$ cat config.mk
export PLATFORM = sky130hd
export DESIGN_NAME = c2bm_mac
export DESIGN_NICKNAME = d
export VERILOG_FILES = /design/src/hdl/c2bm_pkg.sv /design/src/hdl/c2bm_mac.sv
export SDC_FILE = /design/constraint.sdc
export NUM_CORES = 1
export LEC_CHECK = 0
export BUFFER_PORTS_ARGS = -buffer_cell sky130_fd_sc_hd__buf_2
export CORE_ASPECT_RATIO = 2
export CORE_MARGIN = 5
export CORE_UTILIZATION = 40
export CTS_CLUSTER_SIZE = 28
export DETAILED_ROUTE_END_ITERATION = 8
export GPL_TIMING_DRIVEN = 0
export PLACE_DENSITY = 0.55
export REMOVE_ABC_BUFFERS = 1
export SLEW_MARGIN = 20
export SYNTH_ARGS = -nofsm -noshare
export SYNTH_HDL_FRONTEND = slang
export SYNTH_SLANG_ARGS = --single-unit
export TNS_END_PERCENT = 100
$ cat constraint.sdc
create_clock -name clk -period 6.64 [get_ports clk]
set_input_delay 0.664 -clock clk [delete_from_list [all_inputs] [get_ports clk]]
set_output_delay 0.664 -clock clk [all_outputs]
set_load 0.1 [all_outputs]
$ cat src/hdl/c2bm_pkg.sv
`timescale 1ns / 1ps
// ----------------------------------------------------------------------------
// c2bm_pkg
// Shared widths, codes, register map and control types of the 2-D
// convolution block with boundary folding.
// ----------------------------------------------------------------------------
package c2bm_pkg;

  localparam int MAX_ROWS_DEF   = 64;
  localparam int MAX_COLS_DEF   = 64;
  localparam int MAX_KERNEL_DEF = 5;

  localparam int POS_W  = 6;
  localparam int VAL_W  = 16;
  localparam int DIM_W  = 7;
  localparam int KDIM_W = 3;
  localparam int CRD_W  = 10;
  localparam int PROD_W = 32;
  localparam int RES_W  = 37;

  localparam int S_TDATA_W = 32;
  localparam int S_TUSER_W = 2;
  localparam int M_TDATA_W = 56;

  localparam int CFG_AW    = 5;
  localparam int REG_IDX_W = 3;

  localparam logic [REG_IDX_W-1:0] REG_IMAGE_ROWS    = 3'd0;
  localparam logic [REG_IDX_W-1:0] REG_IMAGE_COLS    = 3'd1;
  localparam logic [REG_IDX_W-1:0] REG_KERNEL_ROWS   = 3'd2;
  localparam logic [REG_IDX_W-1:0] REG_KERNEL_COLS   = 3'd3;
  localparam logic [REG_IDX_W-1:0] REG_BOUNDARY_MODE = 3'd4;

  localparam logic [DIM_W-1:0]  IMAGE_ROWS_RST  = 7'd64;
  localparam logic [DIM_W-1:0]  IMAGE_COLS_RST  = 7'd64;
  localparam logic [KDIM_W-1:0] KERNEL_ROWS_RST = 3'd5;
  localparam logic [KDIM_W-1:0] KERNEL_COLS_RST = 3'd5;

  typedef enum logic [1:0] {
    OP_LOAD_COEF  = 2'd0,
    OP_LOAD_PIXEL = 2'd1,
    OP_COMPUTE    = 2'd2,
    OP_NONE       = 2'd3
  } op_t;

  typedef enum logic [1:0] {
    BM_MIRROR    = 2'd0,
    BM_CIRCULAR  = 2'd1,
    BM_REPLICATE = 2'd2,
    BM_INVALID   = 2'd3
  } bmode_t;

  typedef struct packed {
    logic [DIM_W-1:0]  nr;
    logic [DIM_W-1:0]  nc;
    logic [KDIM_W-1:0] kr;
    logic [KDIM_W-1:0] kc;
    bmode_t            mode;
  } cfg_t;

  typedef struct packed {
    logic             tap;
    logic             first;
    logic             last;
    logic             bad;
    logic [POS_W-1:0] row;
    logic [POS_W-1:0] col;
  } seq_ctl_t;

  function automatic int addr_w(input int depth);
    return (depth > 1) ? $clog2(depth) : 1;
  endfunction

endpackage

$ cat src/hdl/c2bm_mac.sv
`timescale 1ns / 1ps
// ----------------------------------------------------------------------------
// c2bm_mac
// Multiply-accumulate behind the memory reads, saturation and the output
// register of the result stream.
// ----------------------------------------------------------------------------
module c2bm_mac #(
  parameter int MAX_KERNEL = c2bm_pkg::MAX_KERNEL_DEF
) (
  input  logic                              clk,
  input  logic                              rst,
  input  c2bm_pkg::seq_ctl_t                ctl,
  input  logic [c2bm_pkg::VAL_W-1:0]        img_q,
  input  logic [c2bm_pkg::VAL_W-1:0]        coef_q,
  output logic                              done,
  output logic                              m_tvalid,
  input  logic                              m_tready,
  output logic [c2bm_pkg::M_TDATA_W-1:0]    m_tdata,
  output logic                              m_tuser
);
  import c2bm_pkg::*;

  localparam int GROW_W = PROD_W + $clog2(MAX_KERNEL * MAX_KERNEL + 1);
  localparam int ACC_W  = (GROW_W > RES_W + 1) ? GROW_W : RES_W + 1;

  localparam logic signed [ACC_W-1:0] SAT_HI =
    {{(ACC_W-RES_W+1){1'b0}}, {(RES_W-1){1'b1}}};
  localparam logic signed [ACC_W-1:0] SAT_LO =
    {{(ACC_W-RES_W+1){1'b1}}, {(RES_W-1){1'b0}}};

  logic                     tap_d1;
  logic                     first_d1;
  logic                     last_d1;
  logic                     tap_d2;
  logic                     first_d2;
  logic                     last_d2;
  logic signed [PROD_W-1:0] prod;
  logic signed [ACC_W-1:0]  acc;
  logic                     fin;
  logic signed [ACC_W-1:0]  sat;
  logic [RES_W-1:0]         res;

  always_ff @(posedge clk) begin
    if (rst) begin
      tap_d1 <= 1'b0;
      tap_d2 <= 1'b0;
    end else begin
      tap_d1 <= ctl.tap;
      tap_d2 <= tap_d1;
    end
  end

  always_ff @(posedge clk) begin
    first_d1 <= ctl.first;
    last_d1  <= ctl.last;
    first_d2 <= first_d1;
    last_d2  <= last_d1;
    prod     <= $signed(img_q) * $signed(coef_q);
    if (tap_d2) begin
      acc <= first_d2 ? ACC_W'(prod) : acc + ACC_W'(prod);
    end
  end

  always_comb begin
    if (acc > SAT_HI) begin
      sat = SAT_HI;
    end else if (acc < SAT_LO) begin
      sat = SAT_LO;
    end else begin
      sat = acc;
    end
    res = ctl.bad ? '0 : sat[RES_W-1:0];
  end

  assign done = fin && (!m_tvalid || m_tready);

  always_ff @(posedge clk) begin
    if (rst) begin
      fin      <= 1'b0;
      m_tvalid <= 1'b0;
    end else begin
      if (tap_d2 && last_d2) begin
        fin <= 1'b1;
      end else if (done) begin
        fin <= 1'b0;
      end
      if (done) begin
        m_tvalid <= 1'b1;
      end else if (m_tready) begin
        m_tvalid <= 1'b0;
      end
    end
  end

  always_ff @(posedge clk) begin
    if (done) begin
      m_tdata <= M_TDATA_W'({res, ctl.col, ctl.row});
      m_tuser <= ctl.bad;
    end
  end

endmodule

Yosys cells after proc, flatten, opt, wreduce, memory -nomap -nowiden:

Cells that the tools add are included.

* multiplexer cells: 7
* add/sub/neg operators: 1
* reductions and logical operators: 7
* multiply operators: 1
* $lt $le $gt $ge: 2

Operators with widths (count)
* $add 38x32->38: 1
* $gt 38x37->1 const B: 1
* $lt 38x37->1 const B: 1
* $mux 38: 1
* $mux 37: 1
* $mux 36: 1
* $mul 16x16->32: 1
* $mux 1: 4
* $reduce_bool 2->1: 2
* $logic_and 1x1->1: 2
* $reduce_or 2->1: 1
* $logic_not 1->1: 1
* $logic_or 1x1->1: 1

* output and inout port bits: 59
* register bits: 128
* word-level logic and storage cells: 32
* input bits: 51

Depth between registers and ports, before layout:

Gate-level depths: netlist of run 1.

* word-level depth: 5
* mapped depth: 23
* mapped depth without buffers: 22

Worst setup path after synthesis of run 1:

No wires, ideal clock.

* path type: input -> register
* start: input port img_q[15] in the netlist's numbering
* end: register prod[31]
* setup slack: 0.342 ns
* library setup time: 0.136 ns
* path buffers: 2
* data arrival time: 6.161 ns
* required time: 6.504 ns
* cell stages on the path: 21
* cell sequence: clkbuf_1 -> nand2_1 -> inv_1 -> fa_1 -> fa_1 -> fa_1 -> fa_1 -> fa_1 -> inv_1 -> fa_1 -> inv_1 -> ha_1 -> clkbuf_1 -> nand2_1 -> o21ai_0 -> o41a_1 -> nand3b_1 -> o211ai_1 -> a31oi_1 -> nor4_1 -> a311oi_1

* word-level cells in the longest chain between the ends: 1

Ends and longest elaborated chain
* from (decl): RTL line c2bm_mac.sv:13 `input logic [c2bm_pkg::VAL_W-1:0] img_q,`
* $mul 16x16->32: RTL line c2bm_mac.sv:58 `prod <= $signed(img_q) * $signed(coef_q);`
* to (signal assigned): RTL line c2bm_mac.sv:58
* to (decl): RTL line c2bm_mac.sv:37 `logic signed [PROD_W-1:0] prod;`

Every way passes these cells.
A chain may end at the register's enable or synchronous reset.

Worst setup path in the final report of run 1:

* start: input port coef_q[1] in the netlist's numbering
* end: register prod[31]

* word-level cells in the longest chain between the ends: 1

Ends and longest elaborated chain
* from (decl): RTL line c2bm_mac.sv:14 `input logic [c2bm_pkg::VAL_W-1:0] coef_q,`
* $mul 16x16->32: RTL line c2bm_mac.sv:58

Every way passes these cells.

==> results.py, run 1 <==
metrics = {
    "run_status": {
        "status": "finished clean",
    },
    "final_layout": {
        "instances_no_fill": 2261,
        "drive_gt1_frac": 0.09070,
        "area_delta_synth_final_pct": 10.81,
        "fin_util": 0.4445,
        "final_nets": 2151,
        "diodes": 0,
    },
    "timing": {
        "slew_viol_final": 0,
        "clock_skew_ps": 12.52,
        "setup_viol": 0,
        "fmax_ghz": 0.1553,
        "period_minus_slack_ps": 6440,
        "timing.final.crit_share": 0.9698,
        "setup_tns_ps": 0,
        "rsz0062_at_grt": "false",
        "tightestPinTransition_ps": 707.9,
        "maxSlewHeadroom": 0.5281,
        "hold_slack_ps": 338.2,
        "final-hold-violation-count": 0,
    },
    "route": {
        "wl_per_cell_um": 18.59,
        "first_pass_iters": 4,
        "dr.first_iter.drc_count": 492,
        "drtAntennaViolNets": 0,
        "route.detailed.drc": 0,
        "wl_um": 42040,
        "vias": 11720,
        "vias_per_cell": 5.181,
    },
    "clock_network": {
        "cts.sinks": 128,
        "cts.clk_slew.worst_paths_ps": 60,
        "cts_tree": "yes",
        "cts_buffers": 17,
        "root_buffer": "clkbuf_16",
        "worst_skew_pair.late_latency_ps": 430,
        "clockBufferDepth": 2,
        "cts_htree_levels": 4,
        "cts_hold_buf": 0,
    },
    "setup_path": {
        "cp_slowest_cell": "fa_2",
        "crit_chain": "buf_2 -> nand2_1 -> inv_1 -> fa_2 -> fa_1 -> fa_1 -> fa_1 -> fa_1 -> inv_1 -> fa_1 -> inv_1 -> ha_1 -> a21oi_1 -> o21ai_0 -> o41a_1 -> nand3b_1 -> o211ai_1 -> a31oi_1 -> a311oi_1",
        "cpPeakStageDelay_ps": 720,
        "path_max_fanout": 16,
        "r2r_end": "acc[30]",
        "r2r_start": "acc[0]",
        "r2r.worst_path.cells": 11,
        "crit_path_end_kind": "flip-flop",
        "crit_family": "adder cells",
        "cp.depth": 19,
        "path_class": "primary input to flip-flop",
        "crit_arrival_ps": 6720,
        "required_ps": 6920,
        "setup.worst_path.start": "coef_q[1]",
        "regToRegSetupSlack_ps": 3410,
        "cpMostUsedCell": "fa_1",
        "crit_end": "prod[31]",
        "start_kind": "primary input",
        "cp_num_buf_inv": 4,
    },
    "logic_synthesis": {
        "syn_area_mm2": 0.01608,
        "syn_inst": 1644,
        "synth_simple_gate_area_frac": 0.1329,
        "async_flop_share": 0,
        "synth_edf_count": 88,
        "muxShareOfSynthArea": 0.002024,
        "synth_xor_area_frac": 0.02997,
        "synthAdderAreaFrac": 0.4201,
        "synth-seq-area-share": 0.2142,
        "synth_top_family_by_area": "adder cells",
        "ys_warn_count": 0,
        "synthFlopType": "edfxtp_1",
        "synth.avg_cell_area_um2": 9.778,
        "synth_cell_types": 61,
        "synth_compound_area_frac": 0.1130,
        "ys_ff_latch": 128,
    },
    "floorplanning": {
        "pin_count": 110,
        "die-area_mm2": 0.04454,
        "start_util": 0.4011,
        "die_h_um": 293.5,
        "rows": 104,
        "core_mm2": 0.04008,
        "die_w_um": 151.8,
    },
    "place": {
        "post-place-cells": 2228,
        "dpl.hpwl_um": 33920,
        "gp_congestion": 0.8765,
        "numPortBuffers": 102,
    },
    "grt": {
        "grt_use_total": 0.1985,
        "grt_pass1_vias": 13130,
        "grt_max_degree": 74,
        "antenna_found_initial": 0,
        "grt_pass1_wl_um": 67520,
        "grt_overflow": 0,
    },
    "hold_path": {
        "hp-class": "flip-flop to flip-flop",
        "worst_hold_startpoint": "first_d1",
    },
    "flow_run": {
        "drv_cap": 0,
    },
}
## worst min path at each step
stage | to | slack, ps | depth (start not counted)
floorplan | first_d2 | 310 | 0
global placement | first_d2 | 320 | 0
detailed placement | last_d2 | 310 | 0
CTS | first_d1 | 320 | 1
global route | last_d1 | 320 | 1
finish | first_d2 | 340 | 0
## layout make-up
cell class                      instances  area [µm²]
Sequential cell                       128        3448
Inverter                              309        1160
Clock buffer                           17       425.4
Multi-Input combinational cell       1155       11290
Fill cell                            4023       22270
Clock inverter                         15       214.0
Tap cell                              530       663.1
Timing Repair Buffer                  107       613.1
## timing repair
action                                  4_1_cts  5_1_grt
pin swaps                                     0        1
gates resized for setup                       1        3
buffers inserted                              0        1
endpoints found under the setup margin        1        6
hold endpoints to repair                      0        0
## cell families (layout without fill, tap and decap cells)
group,Yosys count,after routing
flops,128,128
simple gates,430,430
xor+xnor,55,55
fa+ha+maj,382,382
other cells,1,7
buf+inv,367,448
compound gates,278,278
mux,3,3
## registers in the layout (all words and copies together) (netlist names)
signal	count
m_tdata	49
acc	38
prod	32
fin	1
first_d1	1
first_d2	1
last_d1	1
last_d2	1
m_tuser	1
m_tvalid	1
tap_d1	1
tap_d2	1
## stage by stage
step                      setup WS [ps]  instance area (µm²)
after floorplan                   647.3                15850
after CTS                         36.20                17790
final                             200.4                17810
after global routing             0.2065                17810
after global placement           -449.4                17030
after detailed placement         -475.9                17150
## synthesized netlist by cell type, types with 3 or more instances
master / count / area, µm²
o31a_1: 3 / 26.28
ha_1: 119 / 1489
nand2_1: 176 / 660.6
a31o_2: 3 / 26.28
nor3b_1: 4 / 30.03
clkbuf_1: 48 / 180.2
a21oi_1: 45 / 225.2
dfxtp_1: 40 / 800.8
inv_1: 309 / 1160
xor2_1: 16 / 140.1
edfxtp_1: 88 / 2643
a31oi_1: 8 / 50.05
nand2b_1: 8 / 50.05
o31ai_1: 6 / 45.04
o21ai_0: 76 / 380.4
o21bai_1: 6 / 45.04
and3_1: 5 / 31.28
a21o_1: 27 / 202.7
a311oi_1: 3 / 26.28
buf_4: 7 / 52.55
xnor2_1: 39 / 341.6
or3_1: 4 / 25.02
nand4_1: 11 / 68.82
nor2_1: 50 / 187.7
o211ai_1: 5 / 37.54
nand3_1: 9 / 45.04
nor4_1: 5 / 31.28
and2_1: 126 / 788.3
or4_1: 4 / 30.03
nor2b_1: 8 / 50.05
fa_1: 263 / 5265
o21a_1: 55 / 412.9
a211oi_1: 21 / 157.7
nor3_1: 10 / 50.05
## worst reg2reg max path, cell delays in order (launching register included)
cell and delay, ps:
edfxtp_1 380, ha_1 210, inv_1 70, fa_1 420, nor2b_1 170, o31a_1 240, o211ai_1 220, a31o_2 320
a211o_1 320, o21a_1 200, or4b_1 470, nand3_1 80
## per-layer routing
layer	vias to the layer above	GRT usage	wire, µm	part of all wire
met5	-	0	0	0
met4	0	0.1104	2655	0.063
met3	121	0.01559	1097	0.026
met2	292	0.4061	24620	0.59
met1	5898	0.1835	13660	0.33
li1	5404	-	-	-
## layout by cell type (no fill, tap or decap), types with 7 or more instances in the layout
cell | Yosys | routed
conb_1 | 1 | 7
nor3_1 | 10 | 10
nor2_1 | 50 | 49
o21a_1 | 55 | 55
xnor2_1 | 39 | 39
a21o_1 | 27 | 27
edfxtp_1 | 88 | 88
a211oi_1 | 21 | 21
clkbuf_16 | 0 | 17
dfxtp_1 | 40 | 38
buf_2 | 2 | 102
nand3_1 | 9 | 9
a21oi_1 | 45 | 43
xor2_1 | 16 | 16
nand4_1 | 11 | 11
nand2b_1 | 8 | 8
inv_1 | 309 | 309
a31oi_1 | 8 | 8
and2_1 | 126 | 126
nand2_1 | 176 | 176
o21ai_0 | 76 | 76
fa_1 | 263 | 261
nor2b_1 | 8 | 7
ha_1 | 119 | 119
Power of run 1 is left out: the tool's default activity adds up to more than one toggle a clock period on the data nets, which glitch-free logic cannot reach.
==> run 2: changes to the inputs <==
--- a/config.mk
+++ b/config.mk
@@ -6,14 +6,12 @@
 export NUM_CORES = 1
 export LEC_CHECK = 0
 export BUFFER_PORTS_ARGS = -buffer_cell sky130_fd_sc_hd__buf_2
-export CORE_ASPECT_RATIO = 2
 export CORE_MARGIN = 5
 export CORE_UTILIZATION = 40
 export CTS_CLUSTER_SIZE = 28
 export DETAILED_ROUTE_END_ITERATION = 8
 export GPL_TIMING_DRIVEN = 0
 export PLACE_DENSITY = 0.55
-export REMOVE_ABC_BUFFERS = 1
 export SLEW_MARGIN = 20
 export SYNTH_ARGS = -nofsm -noshare
 export SYNTH_HDL_FRONTEND = slang
==> run 2 against run 1 <==
Effect of this change:
- critical path depth up 2
- first-iteration DRC count unchanged
- clock skew down 3.9 ps
- via count down 2.0%
- die area down 0.55%
- clock-buffer cell count unchanged
- core utilization up 0.85 points
- wire length down 7.0%
- cell area up 1.0%
- largest cell class unchanged
- highest routed layer unchanged
==> results.py, run 2 (synthesis results as in run 1) <==
metrics = {
    "setup_path": {
        "start_kind": "primary input",
        "cpPeakStageDelay_ps": 580,
        "cp_slowest_cell": "fa_1",
        "crit_family": "adder cells",
        "path_class": "primary input to flip-flop",
        "crit_chain": "buf_2 -> buf_2 -> nand2_1 -> fa_1 -> fa_1 -> fa_1 -> fa_1 -> inv_1 -> fa_1 -> inv_1 -> fa_1 -> inv_1 -> ha_1 -> inv_1 -> nor2_1 -> nand3_1 -> o211a_1 -> o31a_1 -> o21ai_0 -> a21oi_1 -> a221oi_1",
        "cp_num_buf_inv": 6,
        "crit_arrival_ps": 6720,
        "crit_path_end_kind": "flip-flop",
        "required_ps": 6960,
        "path_max_fanout": 10,
        "cpMostUsedCell": "fa_1",
    },
    "clock_network": {
        "cts.sinks": 128,
        "root_buffer": "clkbuf_16",
        "cts.clk_slew.worst_paths_ps": 60,
        "cts_buffers": 17,
        "worst_skew_pair.late_latency_ps": 420,
        "clockBufferDepth": 2,
        "cts_tree": "yes",
        "cts_htree_levels": 4,
    },
    "route": {
        "first_pass_iters": 5,
        "vias_per_cell": 4.982,
        "dr.first_iter.drc_count": 492,
        "wl_um": 39080,
        "vias": 11480,
        "wl_per_cell_um": 16.96,
        "route.detailed.drc": 0,
        "drtAntennaViolNets": 0,
    },
    "floorplanning": {
        "die_w_um": 210.5,
        "die_h_um": 210.5,
        "core_mm2": 0.03973,
        "start_util": 0.4046,
        "die-area_mm2": 0.04430,
        "pin_count": 110,
        "rows": 73,
    },
    "grt": {
        "grt_pass1_vias": 12200,
        "grt_pass1_wl_um": 65490,
        "grt_overflow": 0,
        "grt_use_total": 0.1845,
        "grt_max_degree": 26,
        "antenna_found_initial": 0,
    },
    "final_layout": {
        "final_common_cell": "inv_1",
        "fin_area_mm2": 0.01800,
        "regMostFlops": "m_tdata",
        "instances_no_fill": 2305,
        "diodes": 0,
        "largestRegisters": "m_tdata x49, acc x38, prod x32",
        "final_nets": 2200,
        "largest_register_ff_count": 49,
        "fillers": 3863,
        "drive_gt1_frac": 0.09888,
        "area_delta_synth_final_pct": 11.96,
        "final_cell_mix": "inv_1, fa_1, nand2_1",
    },
    "timing": {
        "maxSlewHeadroom": 0.4807,
        "rsz0062_at_grt": "false",
        "fmax_ghz": 0.1564,
        "hold_slack_ps": 325.2,
        "clock_skew_ps": 8.581,
        "period_minus_slack_ps": 6393,
        "setup_tns_ps": 0,
        "slew_viol_final": 0,
        "tightestPinTransition_ps": 778.9,
        "final-hold-violation-count": 0,
        "setup_viol": 0,
        "timing.final.crit_share": 0.9628,
    },
    "place": {
        "numPortBuffers": 102,
        "post-place-cells": 2280,
        "placed_cell_area_mm2": 0.01736,
        "gp_congestion": 0.9003,
        "dpl.hpwl_um": 33540,
    },
    "run_status": {
        "status": "finished clean",
    },
    "flow_run": {
        "drv_cap": 0,
    },
    "hold_path": {
        "hp-class": "flip-flop to flip-flop",
    },
}
[run 2: cell count changes in the layout (fill, tap and decap cells not counted), moves of 2 or more]
cell	previous run	this run
clkinv_4	1	3
buf_4	1	9
inv_6	3	0
clkbuf_2	0	8
buf_12	2	0
buf_2	102	105
clkinvlp_4	1	4
clkbuf_1	0	29
[run 2: cell type report]
cell class                 instances  area, µm²  share of cell area
buffer                            49      227.7             0.01265
clock buffer                      17      425.4             0.02364
clock inverter                    15      193.9             0.01078
inverter                         309       1160             0.06445
multi-input combinational       1155      11280              0.6268
sequential                       128       3445              0.1914
tap                              525      656.9             0.03650
timing repair buffer             107      608.1             0.03379
[run 2: path summary, 6_finish.rpt]
kind              startpoint  endpoint  slack (ps)  cells past startpoint
setup / recovery    img_q[9]  prod[28]         250                     21
hold / removal       last_d1   last_d2         330                      0
setup reg to reg      acc[0]   acc[30]        3440                     11
hold reg to reg      last_d1   last_d2         330                      0
[run 2: stage by stage]
step                      utilization  setup slack [ps]
after floorplan                     -             342.3
after global placement         0.4345            -793.6
final                          0.4530             246.8
after detailed placement       0.4368            -798.2
after global routing           0.4530           0.02220
after CTS                      0.4522             36.19
[run 2: per-layer routing]
metal  vias up  global-route usage  wire length (µm)
li1       5507                   -                 -
met1      5639              0.2576             18240
met2       292              0.3094             18010
met3        45             0.02605              2168
met4         0             0.03957               657
met5         -                   0                 0
[run 2: timing repair]
item,CTS,global route
endpoints found under the setup margin,6,10
buffers inserted,0,2
gates resized for setup,5,24
hold buffers,0,0
pin swaps,0,1
Power of run 2 is left out for the same reason.
==> run 3: changes to the inputs <==
--- a/config.mk
+++ b/config.mk
@@ -6,7 +6,7 @@
 export NUM_CORES = 1
 export LEC_CHECK = 0
 export BUFFER_PORTS_ARGS = -buffer_cell sky130_fd_sc_hd__buf_2
-export CORE_MARGIN = 5
+export CORE_MARGIN = 4
 export CORE_UTILIZATION = 40
 export CTS_CLUSTER_SIZE = 28
 export DETAILED_ROUTE_END_ITERATION = 8
==> run 3 against run 2 <==
Effect of this change:
- critical path depth up 2
- sequential share of layout area up 0.094 points
- hold slack about the same
- clock skew about the same
- final cell count down 0.13%
- largest cell class unchanged
- clock-buffer cell count up 1
- maximum frequency up 0.67%
- via count up 0.47%
- critical path type unchanged
- core utilization down 0.22 points
==> results.py, run 3 (synthesis results as in run 1) <==
metrics = {
    "run_status": {
        "status": "finished clean",
    },
    "final_layout": {
        "final_nets": 2197,
        "area_delta_synth_final_pct": 11.41,
        "instances_no_fill": 2302,
        "largestRegisters": "m_tdata x49, acc x38, prod x32",
        "final_cell_mix": "inv_1, fa_1, nand2_1",
        "fillers": 3881,
        "diodes": 0,
        "final_common_cell": "inv_1",
        "largest_register_ff_count": 49,
        "regMostFlops": "m_tdata",
        "fin_util": 0.4508,
        "drive_gt1_frac": 0.09679,
    },
    "floorplanning": {
        "die_h_um": 208.5,
        "die_w_um": 208.5,
        "pin_count": 110,
        "rows": 73,
        "start_util": 0.4046,
        "core_mm2": 0.03973,
        "die-area_mm2": 0.04346,
    },
    "timing": {
        "final-hold-violation-count": 0,
        "timing.final.crit_share": 0.9565,
        "rsz0062_at_grt": "false",
        "slew_viol_final": 0,
        "period_minus_slack_ps": 6351,
        "clock_skew_ps": 8.851,
        "setup_ws_ps": 289.1,
        "tightestPinTransition_ps": 780.5,
        "fmax_ghz": 0.1575,
        "setup_tns_ps": 0,
        "setup_viol": 0,
        "maxSlewHeadroom": 0.4796,
    },
    "setup_path": {
        "cpPeakStageDelay_ps": 560,
        "crit_arrival_ps": 6670,
        "cpMostUsedCell": "fa_1",
        "crit_chain": "buf_2 -> clkbuf_1 -> nand2_1 -> fa_1 -> inv_1 -> fa_1 -> inv_1 -> fa_1 -> inv_1 -> fa_1 -> fa_1 -> inv_1 -> fa_1 -> inv_1 -> ha_1 -> nand2_1 -> nor2_1 -> nand3_1 -> o211a_1 -> o31a_1 -> o21ai_0 -> a21oi_1 -> a221oi_1",
        "r2r_start": "acc[0]",
        "required_ps": 6960,
        "path_max_fanout": 10,
        "r2r_end": "acc[30]",
        "r2r.worst_path.cells": 11,
        "crit_path_end_kind": "flip-flop",
        "path_class": "primary input to flip-flop",
        "regToRegSetupSlack_ps": 3450,
        "cp_slowest_cell": "fa_1",
        "start_kind": "primary input",
    },
    "hold_path": {
        "holdPathEnd": "last_d2",
        "hp-class": "flip-flop to flip-flop",
        "worst_hold_startpoint": "last_d1",
        "holdPathStages": 0,
    },
    "clock_network": {
        "cts.clk_slew.worst_paths_ps": 60,
        "clockBufferDepth": 2,
        "cts_hold_buf": 0,
        "worst_skew_pair.late_latency_ps": 420,
        "root_buffer": "clkbuf_16",
        "cts_tree": "yes",
        "cts_htree_levels": 4,
        "cts.sinks": 128,
        "cts_buffers": 17,
    },
    "place": {
        "gp_congestion": 0.9120,
        "post-place-cells": 2279,
        "post-place-ws_ps": -818.1,
        "numPortBuffers": 102,
        "dpl.hpwl_um": 33540,
    },
    "grt": {
        "grt_pass1_vias": 12270,
        "grt_overflow": 0,
        "grt_pass1_wl_um": 65640,
        "grt_max_degree": 30,
        "grt_use_total": 0.1869,
        "antenna_found_initial": 0,
    },
    "route": {
        "vias": 11540,
        "vias_per_cell": 5.012,
        "route.detailed.drc": 0,
        "drtAntennaViolNets": 0,
        "wl_um": 38980,
        "dr.first_iter.drc_count": 525,
        "first_pass_iters": 5,
        "wl_per_cell_um": 16.93,
    },
    "flow_run": {
        "drv_cap": 0,
    },
}
## run 3: stage by stage
| stage | hold WS [ps] | instance area [µm²] |
|---|---|---|
| 2_1_floorplan | 309.6 | 16100 |
| 3_3_place_gp | 312.3 | 17270 |
| 3_5_place_dp | 312.1 | 17310 |
| 4_1_cts | 322.4 | 17870 |
| 5_1_grt | 322.4 | 17910 |
| 6_report | 325.6 | 17910 |
## run 3: metal layers
metal  track usage  part of all wire
met1        0.2656              0.47
met3       0.02397             0.048
met5             0                 0
met4       0.03375             0.012
met2        0.3124              0.47
## run 3: worst max path at each step
stage	start	endpoint	cells after the start
after global placement	coef_q[2]	prod[31]	22
after global routing	img_q[6]	prod[28]	22
after CTS	img_q[8]	prod[31]	21
after detailed placement	coef_q[2]	prod[31]	22
final	coef_q[7]	prod[28]	23
after floorplan	img_q[15]	prod[31]	21
## run 3: cell type report
cell class / count / area [µm²] / area share
clock inverter: 14 / 140.1 / 0.007824
multi-input combinational: 1155 / 11280 / 0.6300
buffer: 43 / 200.2 / 0.01118
sequential: 128 / 3445 / 0.1923
timing repair buffer: 110 / 595.6 / 0.03325
inverter: 309 / 1160 / 0.06476
clock buffer: 18 / 429.2 / 0.02396
tap: 525 / 656.9 / 0.03668
## run 3: critical path: cells and delay by family
kind            cells  cell delay (ps)
simple gates        4              600
compound gates      5             1260
fa+ha+maj           7             3170
buf+inv             7              980
## run 3: what timing repair did
| action | 4_1_cts | 5_1_grt |
|---|---|---|
| pin swaps | 0 | 2 |
| resized for setup | 4 | 15 |
| setup buffers | 0 | 6 |
| endpoints found under the setup margin | 6 | 10 |
Power of run 3 is left out for the same reason.
