--- src/hdl/c2bm_pkg.sv ---
`timescale 1ns / 1ps
// ----------------------------------------------------------------------------
// c2bm_pkg
// Shared widths, codes, register map and control types of the 2-D
// convolution block with boundary folding.
// ----------------------------------------------------------------------------
package c2bm_pkg;

  localparam int MAX_ROWS_DEF   = 64;
  localparam int MAX_COLS_DEF   = 64;
  localparam int MAX_KERNEL_DEF = 5;

  localparam int POS_W  = 6;
  localparam int VAL_W  = 16;
  localparam int DIM_W  = 7;
  localparam int KDIM_W = 3;
  localparam int CRD_W  = 10;
  localparam int PROD_W = 32;
  localparam int RES_W  = 37;

  localparam int S_TDATA_W = 32;
  localparam int S_TUSER_W = 2;
  localparam int M_TDATA_W = 56;

  localparam int CFG_AW    = 5;
  localparam int REG_IDX_W = 3;

  localparam logic [REG_IDX_W-1:0] REG_IMAGE_ROWS    = 3'd0;
  localparam logic [REG_IDX_W-1:0] REG_IMAGE_COLS    = 3'd1;
  localparam logic [REG_IDX_W-1:0] REG_KERNEL_ROWS   = 3'd2;
  localparam logic [REG_IDX_W-1:0] REG_KERNEL_COLS   = 3'd3;
  localparam logic [REG_IDX_W-1:0] REG_BOUNDARY_MODE = 3'd4;

  localparam logic [DIM_W-1:0]  IMAGE_ROWS_RST  = 7'd64;
  localparam logic [DIM_W-1:0]  IMAGE_COLS_RST  = 7'd64;
  localparam logic [KDIM_W-1:0] KERNEL_ROWS_RST = 3'd5;
  localparam logic [KDIM_W-1:0] KERNEL_COLS_RST = 3'd5;

  typedef enum logic [1:0] {
    OP_LOAD_COEF  = 2'd0,
    OP_LOAD_PIXEL = 2'd1,
    OP_COMPUTE    = 2'd2,
    OP_NONE       = 2'd3
  } op_t;

  typedef enum logic [1:0] {
    BM_MIRROR    = 2'd0,
    BM_CIRCULAR  = 2'd1,
    BM_REPLICATE = 2'd2,
    BM_INVALID   = 2'd3
  } bmode_t;

  typedef struct packed {
    logic [DIM_W-1:0]  nr;
    logic [DIM_W-1:0]  nc;
    logic [KDIM_W-1:0] kr;
    logic [KDIM_W-1:0] kc;
    bmode_t            mode;
  } cfg_t;

  typedef struct packed {
    logic             tap;
    logic             first;
    logic             last;
    logic             bad;
    logic [POS_W-1:0] row;
    logic [POS_W-1:0] col;
  } seq_ctl_t;

  function automatic int addr_w(input int depth);
    return (depth > 1) ? $clog2(depth) : 1;
  endfunction

endpackage

--- src/hdl/c2bm_cfg.sv ---
`timescale 1ns / 1ps
// ----------------------------------------------------------------------------
// c2bm_cfg
// APB register file for image size, kernel size and boundary mode, with the
// sizes saturated to their legal ranges.
// ----------------------------------------------------------------------------
module c2bm_cfg #(
  parameter int MAX_ROWS   = c2bm_pkg::MAX_ROWS_DEF,
  parameter int MAX_COLS   = c2bm_pkg::MAX_COLS_DEF,
  parameter int MAX_KERNEL = c2bm_pkg::MAX_KERNEL_DEF
) (
  input  logic                          clk,
  input  logic                          rst,
  input  logic                          psel,
  input  logic                          penable,
  input  logic                          pwrite,
  input  logic [c2bm_pkg::CFG_AW-1:0]   paddr,
  input  logic [31:0]                   pwdata,
  output logic [31:0]                   prdata,
  output logic                          pready,
  output c2bm_pkg::cfg_t                cfg
);
  import c2bm_pkg::*;

  logic [DIM_W-1:0]     image_rows;
  logic [DIM_W-1:0]     image_cols;
  logic [KDIM_W-1:0]    kernel_rows;
  logic [KDIM_W-1:0]    kernel_cols;
  logic [1:0]           boundary_mode;
  logic [REG_IDX_W-1:0] idx;
  logic                 wr;

  assign pready = 1'b1;
  assign idx    = paddr[CFG_AW-1:2];
  assign wr     = psel && penable && pwrite && pready;

  always_ff @(posedge clk) begin
    if (rst) begin
      image_rows    <= IMAGE_ROWS_RST;
      image_cols    <= IMAGE_COLS_RST;
      kernel_rows   <= KERNEL_ROWS_RST;
      kernel_cols   <= KERNEL_COLS_RST;
      boundary_mode <= BM_MIRROR;
    end else if (wr) begin
      unique case (idx)
        REG_IMAGE_ROWS:    image_rows    <= pwdata[DIM_W-1:0];
        REG_IMAGE_COLS:    image_cols    <= pwdata[DIM_W-1:0];
        REG_KERNEL_ROWS:   kernel_rows   <= pwdata[KDIM_W-1:0];
        REG_KERNEL_COLS:   kernel_cols   <= pwdata[KDIM_W-1:0];
        REG_BOUNDARY_MODE: boundary_mode <= pwdata[1:0];
        default: ;
      endcase
    end
  end

  always_comb begin
    unique case (idx)
      REG_IMAGE_ROWS:    prdata = 32'(image_rows);
      REG_IMAGE_COLS:    prdata = 32'(image_cols);
      REG_KERNEL_ROWS:   prdata = 32'(kernel_rows);
      REG_KERNEL_COLS:   prdata = 32'(kernel_cols);
      REG_BOUNDARY_MODE: prdata = 32'(boundary_mode);
      default:           prdata = '0;
    endcase
  end

  // saturate sizes
  always_comb begin
    if (image_rows < DIM_W'(2)) begin
      cfg.nr = DIM_W'(2);
    end else if (32'(image_rows) > MAX_ROWS) begin
      cfg.nr = DIM_W'(MAX_ROWS);
    end else begin
      cfg.nr = image_rows;
    end
    if (image_cols < DIM_W'(2)) begin
      cfg.nc = DIM_W'(2);
    end else if (32'(image_cols) > MAX_COLS) begin
      cfg.nc = DIM_W'(MAX_COLS);
    end else begin
      cfg.nc = image_cols;
    end
    if (kernel_rows < KDIM_W'(1)) begin
      cfg.kr = KDIM_W'(1);
    end else if (32'(kernel_rows) > MAX_KERNEL) begin
      cfg.kr = KDIM_W'(MAX_KERNEL);
    end else begin
      cfg.kr = kernel_rows;
    end
    if (kernel_cols < KDIM_W'(1)) begin
      cfg.kc = KDIM_W'(1);
    end else if (32'(kernel_cols) > MAX_KERNEL) begin
      cfg.kc = KDIM_W'(MAX_KERNEL);
    end else begin
      cfg.kc = kernel_cols;
    end
    cfg.mode = bmode_t'(boundary_mode);
  end

endmodule

--- config.mk ---
export PLATFORM = sky130hd
export DESIGN_NAME = c2bm_cfg
export DESIGN_NICKNAME = d
export VERILOG_FILES = /design/src/hdl/c2bm_pkg.sv /design/src/hdl/c2bm_cfg.sv
export SDC_FILE = /design/constraint.sdc
export NUM_CORES = 1
export LEC_CHECK = 0
export ABC_AREA = 0
export ABC_CLOCK_PERIOD_IN_PS = 2100
export BUFFER_PORTS_ARGS = -buffer_cell sky130_fd_sc_hd__clkbuf_2
export CELL_PAD_IN_SITES_DETAIL_PLACEMENT = 1
export CELL_PAD_IN_SITES_GLOBAL_PLACEMENT = 1
export CORE_ASPECT_RATIO = 0.8
export CORE_MARGIN = 3
export CORE_UTILIZATION = 31
export DETAILED_ROUTE_END_ITERATION = 8
export PLACE_DENSITY_LB_ADDON = 0.08
export REMOVE_ABC_BUFFERS = 1
export SYNTH_ARGS = -nofsm -noshare
export SYNTH_HDL_FRONTEND = slang
export SYNTH_SLANG_ARGS = --single-unit
export TNS_END_PERCENT = 50
--- constraint.sdc ---
create_clock -name clk -period 2.1 [get_ports clk]
set_input_delay 0.42 -clock clk [delete_from_list [all_inputs] [get_ports clk]]
set_output_delay 0.42 -clock clk [all_outputs]
set_load 0.005 [all_outputs]
# Word level (Yosys, flattened, before mapping)
# Index checks and enable logic that the tools add are counted.
# word_totals
ff_bits	22
elab_cells	34
# op_classes
order_cmp	8
n_eq_ne	4
n_mux	9
n_reduce_logical	8
# op_table
cell	count
case mux 7 bit (5 select lines)	1
two-way mux 7 bit	4
> comparator 7 bit, second input constant	2
< comparator 7 x 2 -> 1 bit, second input constant	2
two-way mux 3 bit	4
AND reduction 2 bit	5
equality test 3 x 2 -> 1 bit, second input constant	2
> comparator 3 bit, second input constant	2
< comparator 3 x 1 -> 1 bit, second input constant	2
equality test 3 x 1 -> 1 bit, second input constant	1
equality test 3 bit, second input constant	1
zero test 3 bit	1
logical AND 1 bit	2

# Logic depth before layout (Yosys ltp)
# Gate-level depths: netlist (run 1).
# logic_depth
ltp_word	3
mapped_depth	6
ltp_nobuf	3

# Least setup slack after synthesis (run 1)
# OpenSTA, ideal clock, no wires.
# synth_path
kind	input -> output
from	in paddr[2] in the netlist's numbering
to	out prdata[2]
arrival_ps	1196
required_time_ps	1680
slack_ps	484
cell_stages	3
path_cell_list	buf_4 mux4_2 nor2b_1
# synth_between
elab_chain_len	2
elab_cells_between_ends	6
classes_between	eq/ne (4); mux (1); reduce/logical (1)
# synth_lines
element	line	rtl
from (decl)	c2bm_cfg.sv:17	input logic [c2bm_pkg::CFG_AW-1:0] paddr,
equality test 3 bit (tied with other cells)	c2bm_cfg.sv:57	unique case (idx)
case mux 7 bit (5 select lines) (*)	c2bm_cfg.sv:57	
to (decl)	c2bm_cfg.sv:19	output logic [31:0] prdata,
# Every way passes the cells marked *; elsewhere a longest branch is shown, timed or not.

# Worst setup path after layout (run 1)
# Ends and elaborated chain as after synthesis.

==> qor.tcl, run 1 <==
set qor(critical_path.max_stage_delay_ns) 0.53
set qor(global_route.usage.total) 0.139
set qor(power.static_leakage_uw) 0.000717
set qor(fill_cells) 596
set qor(synth_cell_types) 23
set qor(drt-pass1-iter-count) 4
set qor(finalCriticalPeriod_ns) 1.87
set qor(mostFrequentLayoutCells) {sky130_fd_sc_hd__clkbuf_2, sky130_fd_sc_hd__conb_1, sky130_fd_sc_hd__nor2b_1}
set qor(die_w_um) 83.9
set qor(busiest_metal_layer_after_global_routing) {met2}
set qor(timing.critical_path.buf_inv) 2
set qor(timing.final.crit_share) 0.891
set qor(met1_routing_resource_usage_after_global_routing) 0.193
set qor(cp-start-kind) {input pin}
set qor(p_sw_uw) 210
set qor(critical_path_endpoint_category) {primary output}
set qor(grt_overflow) 0
set qor(finalNetCount) 262
set qor(post_cts_clock_slew_at_the_launch_and_capture_registers_of_the_worst_setup_and_hold_paths_ns) 0.09
set qor(synth-seq-cells) 22
set qor(clock_sinks) 22
set qor(cp_cell_sequence) {clkbuf_2, mux4_2, nor2b_1, clkbuf_2}
set qor(routedWlPerCell_um) 14.0
set qor(placeable_core_region_um2) 4620
set qor(yosys_warnings) 0
set qor(dr_total_vias) 1273
set qor(grt_first_pass_wirelength_um) 6320
set qor(drt.antenna.violating_nets) 0
set qor(postCtsHoldBufs) 0
set qor(worst_pin_slew_ns) 0.567
set qor(worst_skew_pair.late_latency_ns) 0.26
set qor(slew_viol_final) 0
set qor(layout-drive-gt1-share) 0.228
set qor(totalWireLength_um) 3900
set qor(cts_root_buffer) {sky130_fd_sc_hd__clkbuf_8}
set qor(mostFrequentLayoutCell) {sky130_fd_sc_hd__clkbuf_2}
set qor(ioPinCount) 97
set qor(cts_made_buffers) 3
set qor(cpLargestDelayFamily) {multiplexers}
set qor(met2_usage) 0.224
set qor(p_int_uw) 710
set qor(fmax_mhz) 535
set qor(finalSetupViolations) 0
set qor(critical_path_cell_with_the_highest_stage_delay) {sky130_fd_sc_hd__mux4_2}
set qor(drc_errors) 0
set qor(netSwitchingFraction) 0.228
set qor(pwr-share-seq) 0.460
set qor(design.die.area_um2) 5730
set qor(comb_power_share) 0.104
set qor(cts_htree_levels) 1
set qor(status) {completed}
set qor(antennaDiodeCount) 0
set qor(gp_routability_congestion) 0.753
set qor(use_met3) 0.0277
set qor(yosysSeqAreaShare) 0.293
set qor(timing.max_cap.violations) 0
set qor(floorplan.initialDensity) 0.325
set qor(areaGrowthSynthToFinish_pct) 11.8
set qor(dieHeight_um) 68.3
set qor(detail_route.iter0.violations) 28
set qor(power_frac_clock) 0.436
set qor(layout.area.seq_um2) 440
set qor(dp_hpwl_um) 3050
set qor(report.final.hold_viol_count) 0
set qor(critPathKind) {input pin to primary output}
set qor(path_max_fanout) 11
set qor(vias_in_the_first_global_route) 1256
set qor(cts_post_setup_buffers_inserted) 0
set qor(synth_cells) 186
set qor(post_synth.cell_area_avg_um2) 8.09
set qor(cts.path.max_buffers) 2
set qor(timing.clock.skew_ns) 0
set qor(post_synth_instance_area_um2) 1510
set qor(hold_wc_path_type) {input pin to flip-flop}
set qor(numPortBuffers) 43
set qor(synth_top_area_share) 0.293
set qor(final.setup.tns_ns) 0
set qor(rows) 22
set qor(critical_path_required_ns) 1.68
set qor(yosys-top-cells-area) {sky130_fd_sc_hd__dfxtp_1, sky130_fd_sc_hd__buf_4, sky130_fd_sc_hd__mux2i_1, sky130_fd_sc_hd__nor2b_1, sky130_fd_sc_hd__o21ai_0}
set qor(cp_data_arrival_time_ns) 1.45
set qor(area_occupied_by_multi_input_gates_um2) 862
set qor(irDropWorstVdd_mv) 0.284
set qor(finish.utilization) 0.364
set qor(setup_repair_after_global_routing_missed_its_margin) {no}
set qor(antenna_found_initial) 0
set qor(cellPowerDensity_nw_per_um2) 547
set qor(post_synthesis_cell_type_with_the_largest_combined_area) {sky130_fd_sc_hd__dfxtp_1}
set qor(crit_path_frequent_cell) {sky130_fd_sc_hd__clkbuf_2}
set qor(avgViaCountPerCell) 4.56
set qor(postCtsResizedCells) 0
set qor(cts_tree) {built}
set qor(max_slew_margin) 0.622
set qor(grt_max_degree) 21
metal layers:
layer	up-vias	part of all wire
li1	627	-
met1	593	0.47
met2	51	0.45
met3	2	0.072
met4	0	0.0087
met5	-	0
path summary, 6_finish.rpt:
check,startpoint,endpoint,slack (ns),cells past startpoint
max,paddr[2],prdata[2],0.23,4
min,pwdata[5],image_rows[5],0.42,3
max reg2reg,image_rows[6],image_rows[6],1.24,2
min reg2reg,boundary_mode[1],boundary_mode[1],0.51,2
area by class of cell:
type | instances | area share
Tap cell | 60 | 0.0446
Clock inverter | 1 | 0.0178
Inverter | 1 | 0.00223
Timing Repair Buffer | 45 | 0.137
Sequential cell | 22 | 0.262
Clock buffer | 3 | 0.0245
Multi-Input combinational cell | 147 | 0.512
sequential cells by signal, indices dropped and copies added, names as in the netlist:
name	count
boundary_mode	2
image_cols	7
image_rows	7
kernel_cols	3
kernel_rows	3
cells by family (layout without fill, tap and decap cells):
group	count (synthesis)	after routing	share of synthesized area
and+or+nand+nor	67	67	0.250
AOI/OAI and AO/OA	35	35	0.123
DFF	22	22	0.293
buffers and inverters	41	50	0.195
muxes	19	19	0.135
other	2	26	0.00499
tightest hold or removal path: cells and delay by family:
family                 cells  cell delay [ns]
buffers and inverters      1             0.08
and+or+nand+nor            1             0.09
AOI/OAI and AO/OA          1             0.06
per-stage QoR:
step | area [um2] | power (uW) | hold slack [ns] | setup WS (ns) | std cells
2_1_floorplan | 1310 | 478 | 0.469 | 0.662 | 170
3_3_place_gp | 1610 | 526 | 0.481 | 0.222 | 275
3_5_place_dp | 1610 | 529 | 0.499 | 0.208 | 275
4_1_cts | 1680 | 932 | 0.414 | 0.206 | 279
5_1_grt | 1680 | 964 | 0.417 | 0.117 | 279
6_report | 1680 | 920 | 0.423 | 0.229 | 279
Yosys cell counts:
library cell               instances
sky130_fd_sc_hd__inv_1             1
sky130_fd_sc_hd__clkbuf_1          8
sky130_fd_sc_hd__nand4b_1          1
sky130_fd_sc_hd__conb_1            2
sky130_fd_sc_hd__nor2_1           19
sky130_fd_sc_hd__nor3_1            1
sky130_fd_sc_hd__o21bai_1          2
sky130_fd_sc_hd__or2_1             3
sky130_fd_sc_hd__nor4_1            1
sky130_fd_sc_hd__nand2b_1         13
sky130_fd_sc_hd__o21ai_0          18
sky130_fd_sc_hd__nand4_1           1
sky130_fd_sc_hd__nand3b_1          2
sky130_fd_sc_hd__nor2b_1          25
sky130_fd_sc_hd__mux2i_1          18
sky130_fd_sc_hd__mux4_2            1
sky130_fd_sc_hd__buf_6             5
sky130_fd_sc_hd__a21oi_1           3
sky130_fd_sc_hd__o21a_1            2
sky130_fd_sc_hd__o21ai_1          10
sky130_fd_sc_hd__buf_4            27
sky130_fd_sc_hd__dfxtp_1          22
sky130_fd_sc_hd__nor3b_1           1
power groups by stage:
stage | clock [uW] | combinational (uW) | sequential, uW
after floorplan | 0 | 45.9 | 432
after global placement | 0 | 93.2 | 433
after detailed placement | 0 | 95.7 | 433
after CTS | 412 | 95.9 | 424
after global routing | 432 | 107 | 424
final | 402 | 95.4 | 423
Power figures use the tool's default switching activity.
==> inputs of run 2 (changes only) <==
--- a/config.mk
+++ b/config.mk
@@ -10,7 +10,7 @@
 export BUFFER_PORTS_ARGS = -buffer_cell sky130_fd_sc_hd__clkbuf_2
 export CELL_PAD_IN_SITES_DETAIL_PLACEMENT = 1
 export CELL_PAD_IN_SITES_GLOBAL_PLACEMENT = 1
-export CORE_ASPECT_RATIO = 0.8
+export CORE_ASPECT_RATIO = 0.9
 export CORE_MARGIN = 3
 export CORE_UTILIZATION = 31
 export DETAILED_ROUTE_END_ITERATION = 8
==> run 2 against run 1 <==
  * Core utilization fell by 0.21 points
  * Die area barely moved
  * Critical endpoint unchanged
  * Largest cell class unchanged
  * Fmax fell by 0.66%
  * Highest routed layer unchanged
  * Worst setup slack got worse by 0.013 ns
  * Largest power group unchanged
  * Register-to-register slack barely moved
  * Clock power fell by 31%
==> qor.tcl, run 2 (synthesis gave the netlist of run 1 again) <==
set qor(cp_data_arrival_time_ns) 1.46
set qor(post_cts_clock_slew_at_the_launch_and_capture_registers_of_the_worst_setup_and_hold_paths_ns) 0.08
set qor(final_critical_path_setup_slack_ns) 0.217
set qor(drt-pass1-iter-count) 4
set qor(finalCriticalPeriod_ns) 1.88
set qor(grt_first_pass_wirelength_um) 6750
set qor(drc_errors) 0
set qor(worst_setup_path_startpoint) {paddr[2]}
set qor(routedWlPerCell_um) 14.8
set qor(critical_path_endpoint_category) {primary output}
set qor(dp_hpwl_um) 3210
set qor(cts.path.max_buffers) 2
set qor(vias_in_the_first_global_route) 1311
set qor(reg2reg_from) {image_cols[1]}
set qor(timing.clock.skew_ns) 0
set qor(total_power_uw) 799
set qor(critPathKind) {input pin to primary output}
set qor(drt.antenna.violating_nets) 0
set qor(holdCritStartpoint) {pwdata[4]}
set qor(cts_htree_levels) 1
set qor(clock_sinks) 22
set qor(slew_viol_final) 0
set qor(setup_repair_after_global_routing_missed_its_margin) {no}
set qor(postCtsHoldBufs) 0
set qor(worst_skew_pair.late_latency_ns) 0.27
set qor(hold_wc_path_type) {input pin to flip-flop}
set qor(placement.setup.worst_slack_ns) 0.202
set qor(postCtsResizedCells) 0
set qor(placeable_core_region_um2) 4580
set qor(dr_total_vias) 1311
set qor(mostFrequentLayoutCells) {sky130_fd_sc_hd__clkbuf_2, sky130_fd_sc_hd__conb_1, sky130_fd_sc_hd__nor2b_1}
set qor(cell_area_reported_after_detailed_placement_um2) 1610
set qor(cts_post_setup_buffers_inserted) 0
set qor(detail_route.iter0.violations) 48
set qor(fmax_mhz) 531
set qor(design.die.area_um2) 5730
set qor(timing.final.crit_share) 0.897
set qor(rows) 23
set qor(numPortBuffers) 43
set qor(irDropWorstVdd_mv) 0.186
set qor(cellPowerDensity_nw_per_um2) 483
set qor(final.setup.tns_ns) 0
set qor(status) {completed}
set qor(mostFrequentLayoutCell) {sky130_fd_sc_hd__clkbuf_2}
set qor(max_slew_margin) 0.617
set qor(worst_pin_slew_ns) 0.575
set qor(totalWireLength_um) 4150
set qor(grt_max_degree) 23
set qor(antenna_found_initial) 0
set qor(report.final.hold_viol_count) 0
set qor(finalNetCount) 262
set qor(fill_cells) 592
set qor(cts_tree) {built}
set qor(power.static_leakage_uw) 0.000703
set qor(critical_path_required_ns) 1.68
set qor(cts_root_buffer) {sky130_fd_sc_hd__clkbuf_8}
set qor(areaGrowthSynthToFinish_pct) 9.98
set qor(die_w_um) 79.5
set qor(gp_routability_congestion) 0.781
set qor(avgViaCountPerCell) 4.68
set qor(antennaDiodeCount) 0
set qor(final_cell_area_um2) 1660
set qor(path_max_fanout) 11
set qor(largestRegisters) {image_cols: 7 flops, image_rows: 7 flops}
set qor(timing.max_cap.violations) 0
set qor(global_route.usage.total) 0.153
set qor(finalSetupViolations) 0
set qor(grt_overflow) 0
set qor(ioPinCount) 97
set qor(layout.area.seq_um2) 440
set qor(area_occupied_by_multi_input_gates_um2) 862
set qor(cts_made_buffers) 3
set qor(timing.reg2reg.setup_slack_ns) 1.24
set qor(cp-start-kind) {input pin}
set qor(floorplan.initialDensity) 0.329
set qor(dieHeight_um) 72.1
set qor(layout-drive-gt1-share) 0.225
run 2: layout make-up:
| cell class | instances | share of cell area |
|---|---|---|
| repair buffers | 45 | 0.139 |
| inverters | 1 | 0.00227 |
| flip-flops and latches | 22 | 0.266 |
| clock buffers | 3 | 0.0249 |
| multi-input cells | 147 | 0.521 |
| well taps | 62 | 0.0469 |
run 2: layer usage:
| metal | global-route usage | up-vias | part of all wire |
|---|---|---|---|
| met4 | 0.0668 | 0 | 0.018 |
| met3 | 0.0236 | 7 | 0.049 |
| li1 | - | 627 | - |
| met1 | 0.208 | 627 | 0.48 |
| met2 | 0.239 | 50 | 0.46 |
| met5 | 0 | - | 0 |
run 2: where the power goes:
part           switching (uW)  total [uW]  internal, uW  leakage (uW)
Sequential               3.60         423           420      0.000178
Combinational            61.5        97.0          35.5      0.000504
Clock                     150         279           129     0.0000216
run 2: worst paths after layout:
kind | to | depth (start not counted)
max | prdata[2] | 4
min | image_cols[4] | 3
max reg2reg | image_cols[1] | 3
min reg2reg | boundary_mode[0] | 2
run 2: through the flow:
stage | hold WS, ns | utilization | instances
after floorplan | 0.469 | - | 170
after global placement | 0.481 | 0.353 | 277
after detailed placement | 0.494 | 0.353 | 277
after CTS | 0.419 | 0.362 | 280
after global routing | 0.424 | 0.362 | 280
final | 0.429 | 0.362 | 280
run 2: worst max-delay path, cell delays in order:
cell,delay [ns]
sky130_fd_sc_hd__clkbuf_2,0.26
sky130_fd_sc_hd__mux4_2,0.53
sky130_fd_sc_hd__nor2b_1,0.14
sky130_fd_sc_hd__clkbuf_2,0.11
==> inputs of run 3 (changes only) <==
--- a/config.mk
+++ b/config.mk
@@ -7,13 +7,13 @@
 export LEC_CHECK = 0
 export ABC_AREA = 0
 export ABC_CLOCK_PERIOD_IN_PS = 2100
-export BUFFER_PORTS_ARGS = -buffer_cell sky130_fd_sc_hd__clkbuf_2
 export CELL_PAD_IN_SITES_DETAIL_PLACEMENT = 1
 export CELL_PAD_IN_SITES_GLOBAL_PLACEMENT = 1
 export CORE_ASPECT_RATIO = 0.9
-export CORE_MARGIN = 3
-export CORE_UTILIZATION = 31
+export CORE_MARGIN = 4
+export CORE_UTILIZATION = 45
 export DETAILED_ROUTE_END_ITERATION = 8
+export DONT_BUFFER_PORTS = 1
 export PLACE_DENSITY_LB_ADDON = 0.08
 export REMOVE_ABC_BUFFERS = 1
 export SYNTH_ARGS = -nofsm -noshare
==> run 3 against run 2 <==
  * Clock-buffer cell count unchanged
  * Non-clock buffer count down 45
  * Fmax up 12%
  * Sequential share of layout area up 4.9 points
  * Design area down 15%
  * Largest power group unchanged
  * Worst setup slack better by 0.20 ns
  * Die area down 24%
  * Sequential power about the same
  * Combinational power down 41%
  * Clock skew unchanged
==> qor.tcl, run 3 (synthesis gave the netlist of run 1 again) <==
set qor(cts.path.max_buffers) 2
set qor(layout-drive-gt1-share) 0.0231
set qor(dr_total_vias) 1118
set qor(status) {completed}
set qor(holdCritStartpoint) {pwdata[2]}
set qor(mostFrequentLayoutCell) {sky130_fd_sc_hd__conb_1}
set qor(antennaDiodeCount) 0
set qor(timing.max_cap.violations) 0
set qor(global_route.usage.total) 0.171
set qor(largestRegisters) {image_cols: 7 flops, image_rows: 7 flops}
set qor(grt_max_degree) 32
set qor(antenna_found_initial) 0
set qor(fmax_mhz) 593
set qor(report.final.hold_viol_count) 0
set qor(timing.reg2reg.setup_slack_ns) 1.29
set qor(worst_r2r_endpoint) {image_cols[6]}
set qor(totalWireLength_um) 3620
set qor(floorplan.initialDensity) 0.480
set qor(areaGrowthSynthToFinish_pct) -6.98
set qor(cts_made_buffers) 3
set qor(rows) 19
set qor(finalSetupViolations) 0
set qor(finalNetCount) 217
set qor(cts_tree) {built}
set qor(reg2reg_from) {image_cols[6]}
set qor(worst_pin_slew_ns) 0.520
set qor(holdWs_ns) 0.335
set qor(finalCriticalPeriod_ns) 1.69
set qor(clock_sinks) 22
set qor(layout.cells.non_filler) 215
set qor(final.setup.tns_ns) 0
set qor(critPathKind) {flip-flop to primary output}
set qor(mostFrequentLayoutCells) {sky130_fd_sc_hd__conb_1, sky130_fd_sc_hd__nor2b_1, sky130_fd_sc_hd__dfxtp_1}
set qor(critical_path_endpoint_category) {primary output}
set qor(detail_route.iter0.violations) 62
set qor(gp_routability_congestion) 0.739
set qor(avgViaCountPerCell) 5.20
set qor(cp_data_arrival_time_ns) 1.27
set qor(placed_cells_incl_taps) 212
set qor(routedWlPerCell_um) 16.8
set qor(ff2ff_path_depth) 2
set qor(placeable_core_region_um2) 3140
set qor(timing.final.crit_share) 0.803
set qor(holdPathStages) 2
set qor(cts_post_setup_buffers_inserted) 0
set qor(drc_errors) 0
set qor(power.static_leakage_uw) 0.000508
set qor(numPortBuffers) 0
set qor(drt-pass1-iter-count) 4
set qor(cts_htree_levels) 1
set qor(postCtsHoldBufs) 0
set qor(timing.clock.skew_ns) 0
set qor(ioPinCount) 97
set qor(cp-start-kind) {flip-flop}
set qor(grt_first_pass_wirelength_um) 5720
set qor(fill_cells) 404
set qor(post_cts_clock_slew_at_the_launch_and_capture_registers_of_the_worst_setup_and_hold_paths_ns) 0.08
set qor(path_max_fanout) 5
set qor(cts_root_buffer) {sky130_fd_sc_hd__clkbuf_8}
set qor(setup_repair_after_global_routing_missed_its_margin) {no}
set qor(grt_overflow) 0
set qor(critical_path_required_ns) 1.68
set qor(finish.utilization) 0.446
set qor(hold_path_end) {image_cols[2]}
set qor(postCtsResizedCells) 0
set qor(hold_wc_path_type) {input pin to flip-flop}
set qor(dp_hpwl_um) 2790
set qor(slew_viol_final) 0
set qor(dieHeight_um) 62.9
set qor(drt.antenna.violating_nets) 0
set qor(irDropWorstVdd_mv) 0.443
set qor(die_w_um) 69.0
set qor(cellPowerDensity_nw_per_um2) 532
set qor(max_slew_margin) 0.653
set qor(vias_in_the_first_global_route) 1133
set qor(worst_skew_pair.late_latency_ns) 0.26
set qor(design.die.area_um2) 4340
==> run 3: cell count changes in the layout (fill, tap and decap cells not counted) <==
cell / delta
sky130_fd_sc_hd__clkbuf_2: -43
sky130_fd_sc_hd__buf_4: -2
==> run 3: metal layers <==
| layer | GRT usage | vias up | share of wire |
|---|---|---|---|
| met3 | 0.0522 | 2 | 0.078 |
| li1 | - | 539 | - |
| met4 | 0.0219 | 0 | 0.0022 |
| met5 | 0 | - | 0 |
| met2 | 0.270 | 46 | 0.48 |
| met1 | 0.233 | 531 | 0.44 |
==> run 3: worst max-delay path, stage by stage (launching register included) <==
cell and delay, ns:
sky130_fd_sc_hd__dfxtp_1 0.37, sky130_fd_sc_hd__mux4_2 0.47, sky130_fd_sc_hd__nor2b_1 0.16
==> run 3: how the worst max path moves through the flow <==
stage,startpoint,to
after global routing,image_rows[2],cfg[16]
final,kernel_rows[2],prdata[2]
after global placement,paddr[2],boundary_mode[1]
after detailed placement,paddr[2],boundary_mode[0]
after floorplan,paddr[2],prdata[2]
after CTS,kernel_rows[2],prdata[2]
==> run 3: area by class of cell <==
| cell class | instances | area, um2 | area share |
|---|---|---|---|
| inverter | 1 | 3.75 | 0.00268 |
| clock buffer | 3 | 41.3 | 0.0295 |
| multi-input combinational | 147 | 862 | 0.616 |
| tap | 42 | 52.6 | 0.0375 |
| sequential | 22 | 440 | 0.315 |
==> run 3: where the power goes <==
part           switching (uW)  internal [uW]
logic                    36.5           21.3
registers                3.67            420
clock network             135            128
total                     176            569
==> run 3: through the flow <==
stage	instance area, um2	setup WS (ns)	power, uW
floorplan	1310	0.662	478
global placement	1360	0.530	488
detailed placement	1360	0.473	490
CTS	1400	0.397	752
global route	1400	0.354	780
finish	1400	0.413	745
